==> config.mk <==
export PLATFORM = sky130hd
export DESIGN_NAME = kabe_ctrl
export DESIGN_NICKNAME = d
export VERILOG_FILES = /design/src/rtl/kabe_pkg.sv /design/src/rtl/kabe_ctrl.sv
export SDC_FILE = /design/constraint.sdc
export NUM_CORES = 1
export LEC_CHECK = 0
export BUFFER_PORTS_ARGS = -buffer_cell sky130_fd_sc_hd__clkbuf_2
export CAP_MARGIN = 20
export CORE_MARGIN = 2
export CORE_UTILIZATION = 40
export CTS_CLUSTER_DIAMETER = 200
export DETAILED_ROUTE_END_ITERATION = 8
export SETUP_SLACK_MARGIN = 0.1
export SLEW_MARGIN = 20
export SYNTH_ARGS = -nofsm -noshare
export SYNTH_HDL_FRONTEND = slang
export SYNTH_SLANG_ARGS = --single-unit
==> constraint.sdc <==
create_clock -name clk -period 2.37 [get_ports clk]
set_input_delay 0.5925 -clock clk [delete_from_list [all_inputs] [get_ports clk]]
set_output_delay 0.5925 -clock clk [all_outputs]
set_load 0.05 [all_outputs]
==> src/rtl/kabe_pkg.sv <==
`default_nettype none
// ----------------------------------------------------------------------------
// kabe_pkg
// Shared types, constants and helpers of the angle/bias Kalman estimator.
// ----------------------------------------------------------------------------
package kabe_pkg;

  localparam int unsigned ANGLE_FRAC_BITS = 16;
  localparam int unsigned COV_FRAC_BITS   = 24;
  localparam int unsigned DT_FRAC_BITS    = 16;

  localparam logic [1:0] CFG_Q_ANGLE = 2'd0;
  localparam logic [1:0] CFG_Q_BIAS  = 2'd1;
  localparam logic [1:0] CFG_R_MEAS  = 2'd2;

  localparam logic [31:0] Q_ANGLE_RST = 32'd16777;
  localparam logic [31:0] Q_BIAS_RST  = 32'd50332;
  localparam logic [31:0] R_MEAS_RST  = 32'd503316;

  // datapath operations, one per controller step
  // row-1 updates (C10, C11) run first so they see the predicted P00 and P01
  typedef enum logic [3:0] {
    OP_RATE   = 4'd0,
    OP_ANGP   = 4'd1,
    OP_T      = 4'd2,
    OP_P00P   = 4'd3,
    OP_PREST  = 4'd4,
    OP_DIVGO0 = 4'd5,
    OP_DIVGO1 = 4'd6,
    OP_Y      = 4'd7,
    OP_ANGC   = 4'd8,
    OP_BIASC  = 4'd9,
    OP_C10    = 4'd10,
    OP_C11    = 4'd11,
    OP_C00    = 4'd12,
    OP_C01    = 4'd13,
    OP_CLEAR  = 4'd14,
    OP_NONE   = 4'd15
  } op_t;

  typedef struct packed {
    logic load;
    op_t  op;
  } dp_cmd_t;

  typedef struct packed {
    logic div_busy;
  } dp_sts_t;

  function automatic logic signed [31:0] sat32(input logic signed [65:0] v);
    logic signed [31:0] r;
    if (v > 66'sd2147483647) r = 32'sh7fffffff;
    else if (v < -66'sd2147483648) r = 32'sh80000000;
    else r = v[31:0];
    return r;
  endfunction

  // round to nearest, ties upward, arithmetic shift
  function automatic logic signed [65:0] rshr16(input logic signed [65:0] v);
    logic signed [65:0] t;
    t = v + (66'sd1 <<< (DT_FRAC_BITS - 1));
    return t >>> DT_FRAC_BITS;
  endfunction

  function automatic logic signed [65:0] rshr24(input logic signed [65:0] v);
    logic signed [65:0] t;
    t = v + (66'sd1 <<< (COV_FRAC_BITS - 1));
    return t >>> COV_FRAC_BITS;
  endfunction

endpackage
`default_nettype wire

==> src/rtl/kabe_ctrl.sv <==
`default_nettype none
// ----------------------------------------------------------------------------
// kabe_ctrl
// Sequencer: steps the datapath through predict, gain, correct, update.
// ----------------------------------------------------------------------------
module kabe_ctrl
  import kabe_pkg::*;
(
  input  wire logic    clk,
  input  wire logic    rst_n,
  input  wire logic    start,
  input  wire logic    clear,
  input  wire dp_sts_t sts,
  input  wire logic    out_ready,
  output dp_cmd_t      cmd,
  output logic         idle,
  output logic         out_valid
);
  typedef enum logic [4:0] {
    S_IDLE = 5'b00001,
    S_RUN  = 5'b00010,
    S_DIV  = 5'b00100,
    S_WAIT = 5'b01000,
    S_OUT  = 5'b10000
  } state_t;

  state_t state_r, state_nxt;
  op_t    op_r, op_nxt;

  always_comb begin
    state_nxt = state_r; op_nxt = op_r;
    cmd.load = 1'b0; cmd.op = op_r;
    unique case (state_r)
      S_IDLE: if (start) begin
        state_nxt = S_RUN;
        op_nxt = clear ? OP_CLEAR : OP_RATE;
      end
      S_RUN: begin
        cmd.load = 1'b1;
        priority case (op_r)
          OP_CLEAR, OP_C01: state_nxt = S_OUT;
          OP_DIVGO0, OP_DIVGO1: state_nxt = S_DIV;
          default: op_nxt = op_t'(op_r + 4'd1);
        endcase
      end
      S_DIV: state_nxt = S_WAIT;
      S_WAIT: if (!sts.div_busy) begin
        state_nxt = S_RUN;
        op_nxt = op_t'(op_r + 4'd1);
      end
      S_OUT: if (out_ready) state_nxt = S_IDLE;
      default: state_nxt = S_IDLE;
    endcase
  end

  always_ff @(posedge clk) begin
    if (!rst_n) begin
      state_r <= S_IDLE;
      op_r    <= OP_NONE;
    end else begin
      state_r <= state_nxt;
      op_r    <= op_nxt;
    end
  end

  assign idle      = state_r == S_IDLE;
  assign out_valid = state_r == S_OUT;
endmodule
`default_nettype wire
Word level (Yosys, flattened, before mapping)
Index checks and enable logic that the tools add are counted.

word-level totals
  register bits after elaboration = 9
  input bits = 6
  output and inout bits = 7
  word-level logic and storage cells = 34

operators by class
  add/subtract/negate cells = 1
  equal/unequal tests = 14
  multiplexer cells = 11
  reductions and logical operators = 6

operator list
  operator                                              count
  one-hot mux 5 bit (5 select lines)                    1
  two-way mux 4 bit                                     4
  two-way mux 5 bit                                     3
  one-hot mux 4 bit (3 select lines)                    1
  one-hot mux 5 bit (2 select lines)                    1
  equality test 4 x 3 -> 1 bit (second input constant)  2
  equality test 4 bit (second input constant)           2
  != test 2 bit (second input constant)                 4
  AND reduction 4 bit                                   2
  equality test 5 x 1 -> 1 bit (second input constant)  1
  equality test 5 x 2 -> 1 bit (second input constant)  1
  equality test 5 x 3 -> 1 bit (second input constant)  1
  equality test 5 x 4 -> 1 bit (second input constant)  1
  equality test 5 bit (second input constant)           1
  adder 4 x 1 -> 4 bit (second input constant)          1
  OR reduction 2 bit                                    2
  OR reduction 4 bit                                    1
  != test 3 bit (second input constant)                 1
  nonzero test 3 bit                                    1
  two-way mux 1 bit                                     1

Depth between registers and ports, before layout
  depth after elaboration = 4
  depth in mapped cells = 6
  depth with buffers taken out = 6

Worst setup path before layout
No wires, ideal clock.

  path type = register to output
  start point = register state_r[3]
  end point = output out_valid
  arrival = 1.997 ns
  data required time = 1.778 ns
  slack = -0.220 ns
  cell stages (with the launch flop) = 4
  buffers on the path = 1
  cells stage by stage = dfxtp_1 -> buf_6 -> or3_1 -> nor3b_1

on the way
  cells in the longest elaborated chain, start to end = 1

ends and longest elaborated chain
  element                 line             RTL
  from (decl)             kabe_ctrl.sv:27  state_t state_r, state_nxt;
  from (signal assigned)  kabe_ctrl.sv:61  state_r <= state_nxt;
  equality test 5 bit     kabe_ctrl.sv:67  assign out_valid = state_r == S_OUT;
  to (decl)               kabe_ctrl.sv:17  output logic out_valid

Every way passes these cells.

Final worst setup path
Same ends and word-level chain as after synthesis.

==> results by group <==
Finish
  – Layout area overhead: 12.91%
  – Fin nets: approximately 100
  – Final instance area: about 730 um2
  – Post-route insts no fill: between 100 and 150
  – Share of cells above drive strength 1: between 20% and 30%
  – Number of diodes: 0
  – Layout Utilization: about half

Yosys
  – Synth Flop Type: dfxtp_1
  – Post-synthesis sequential area ratio: 27.75%
  – Seq cells post-synth: 9
  – Main combinational cell family by area after synthesis: simple AND/OR/NAND/NOR gates
  – Mux cell area share after synthesis: under 10%
  – Synth Area per Inst: about 8.5 um2
  – Post-synth top area share: 27.75%
  – Area share of and/or/nand/nor cells after synthesis: 33.53%
  – Post-Syn Nets: 85
  – EDFF count, synth: 0
  – Post-Synth XOR/XNOR Area: approximately 3.9%
  – Synth cell types: 39
  – YS warnings: 0
  – Mapped Cells: 76
  – Synth async-reset ratio: 0%
  – Synth Area in Compound Gates: a little over a fifth
  – Synth top area cells: dfxtp_1, ha_1, o21ai_0, nand2_1, nor3b_1
  – Synth Area in Adders: slightly below 6%
  – Yosys top cell by area: dfxtp_1
  – Mapped Area: 649.4 um2

Clock tree
  – Clk slew on worst S/H paths: around 0.060 ns
  – Hold-fix buffers, CTS: 0
  – CTS buffer count: 3
  – Htree depth: 1
  – CTS root buf: clkbuf_4
  – Cts repair resizes: 0
  – Clock Latency Late Sink: 0.26 ns
  – CTS tree: built
  – Clock Path Buffers: 2
  – Clock tree sinks: 9
  – Postcts setup bufs: 0

Worst hold path
  – Worst Hold Class: flip-flop to flip-flop

Routing
  – DR vias/cell: 5.625
  – Routed Antenna Nets: 0
  – Via total after detailed routing: 585
  – Drt pass-1 iters: 4
  – Residual DRC count: 0
  – Total Routed Length: 1.347 mm
  – Avg WL per Cell: 12.95 um
  – Drt initial violations: 9

Timing
  – Final hold vios: 0
  – RSZ-0062 raised after global routing: false
  – Final clock skew: 0.004148 ns
  – Min Tclk post-route: 2.169 ns
  – Worst hold margin: 0.5779 ns
  – Max-slew violations: 0
  – FMAX: roughly 0.46 GHz
  – Setup-failing EPs final: 0
  – Slew margin rel.: 76.30%
  – Tightest Pin Transition: 0.3551 ns
  – Period utilization: approximately 92%
  – Slack of the critical path: around 0.2 ns
  – Post-Route Setup TNS: 0 ns

Global route
  – Number of global-route vias before repair: 532
  – Largest net degree at the start of global routing: 13
  – Total gr overflow: 0
  – First-pass GRT wire length: 2.283 mm
  – Initial antenna violation count: 0
  – Tot GR Track Use: between 10% and 20%

Setup path
  – Worst-path fanout max: 12
  – Critical Path RT: around 1.8 ns
  – CP arrival: roughly 1.6 ns
  – Cell Chain, Critical Path: or3_1 -> nor3b_2 -> clkbuf_2
  – CP endpoint kind: output port
  – Startpoint Class: flip-flop
  – R2R setup slack: 0.81 ns
  – Slowest CP cell: or3_1
  – Crit Path Class: flip-flop to output port
  – CP max stage delay: 0.46 ns

Pwr
  – PwrDens: 672.0 mW/mm2
  – Total power: a little under 0.5 mW
  – Leak pwr: 0.3161 nW
  – VDD IR-drop max: 303.6 uV

Flow run
  – MaxCap Viol Count: 0

Floorplanning
  – Core Footprint: 0.001506 mm2
  – Die Ht: 44.29 um
  – Die area: 0.001962 mm2
  – Initial Utilization: 43.11%
  – I/O pin total: 13
  – Die W: 44.29 um
  – Row cnt: 14

Run status
  – Outcome: completed

Placed design
  – IO buf count: 12
  – Post-detail-place hpwl: 1.035 mm
  – Dpl ws: between 0.4 and 0.5 ns
  – DP Cell Count: 100
  – RD Place Congestion: approximately 0.78
  – DP Area: slightly above 700 um2
kinds of logic (layout without fill, tap and decap cells):
logic type | after synthesis | in the layout
AND/OR/NAND/NOR | 34 | 34
buffers and inverters | 7 | 19
XOR/XNOR | 2 | 2
AO/OA/AOI/OAI | 20 | 20
adder cells (fa/ha/maj) | 3 | 3
flip-flops | 9 | 9
multiplexers | 1 | 1
report_power, final:
group / leakage, nW / internal, mW / switching (mW)
clock: 0.0150 / 0.0647 / 0.0505
sequential: 0.0739 / 0.166 / 0.0285
combinational: 0.227 / 0.0634 / 0.119
total: 0.316 / 0.294 / 0.198
layout make-up:
type | count | area, um2
tap | 16 | 20.02
clock buffer | 4 | 26.28
sequential | 9 | 180.2
timing repair buffer | 12 | 60.06
multi-input combinational | 60 | 435.4
fill | 152 | 773.2
inverter | 3 | 11.26
state kept, by name, summed over array words and instances, names as in the netlist:
register and flops:
state_r 5, op_r 4
worst paths after layout:
check                                start   endpoint  depth (start not counted)
worst min register to register     op_r[1]    op_r[1]                          2
worst max-delay path            state_r[3]  out_valid                          3
worst max register to register     op_r[0]    op_r[2]                          6
worst min-delay path               op_r[1]    op_r[1]                          2
worst max-delay path: cells and delay by family (launching register included):
family | cells | cell delay, ns
simple gates | 2 | 0.62
flops | 1 | 0.41
buf+inv | 1 | 0.29
cell usage in the layout (no fill, tap or decap), types with 2 or more instances in the layout:
cell type,instances
clkbuf_2,12
dfxtp_1,9
nand2_1,6
o21ai_0,5
nand3_1,4
inv_1,3
nor2b_1,3
nor2_1,3
ha_1,3
clkbuf_4,3
and3b_1,2
nor3b_1,2
o21ai_1,2
a21oi_1,2
and3_1,2
o22ai_1,2
a32oi_1,2
o211ai_1,2
cells in the mapped netlist (2+ instances only):
| cell | count |
|---|---|
| dfxtp_1 | 9 |
| nand2_1 | 6 |
| o21ai_0 | 5 |
| nand3_1 | 4 |
| ha_1 | 3 |
| inv_1 | 3 |
| nor2_1 | 3 |
| nor2b_1 | 3 |
| nor3b_1 | 3 |
| a21oi_1 | 2 |
| a32oi_1 | 2 |
| and3_1 | 2 |
| and3b_1 | 2 |
| o211ai_1 | 2 |
| o21ai_1 | 2 |
| o22ai_1 | 2 |
routing by layer:
metal	global-route usage, %	vias to the layer above	share of wire (%)
li1	-	301	-
met2	21.47	7	43
met5	0	-	0
met1	23.17	275	53
met4	12.12	0	0.59
met3	1.224	2	3.0
Power figures use the tool's default switching activity.
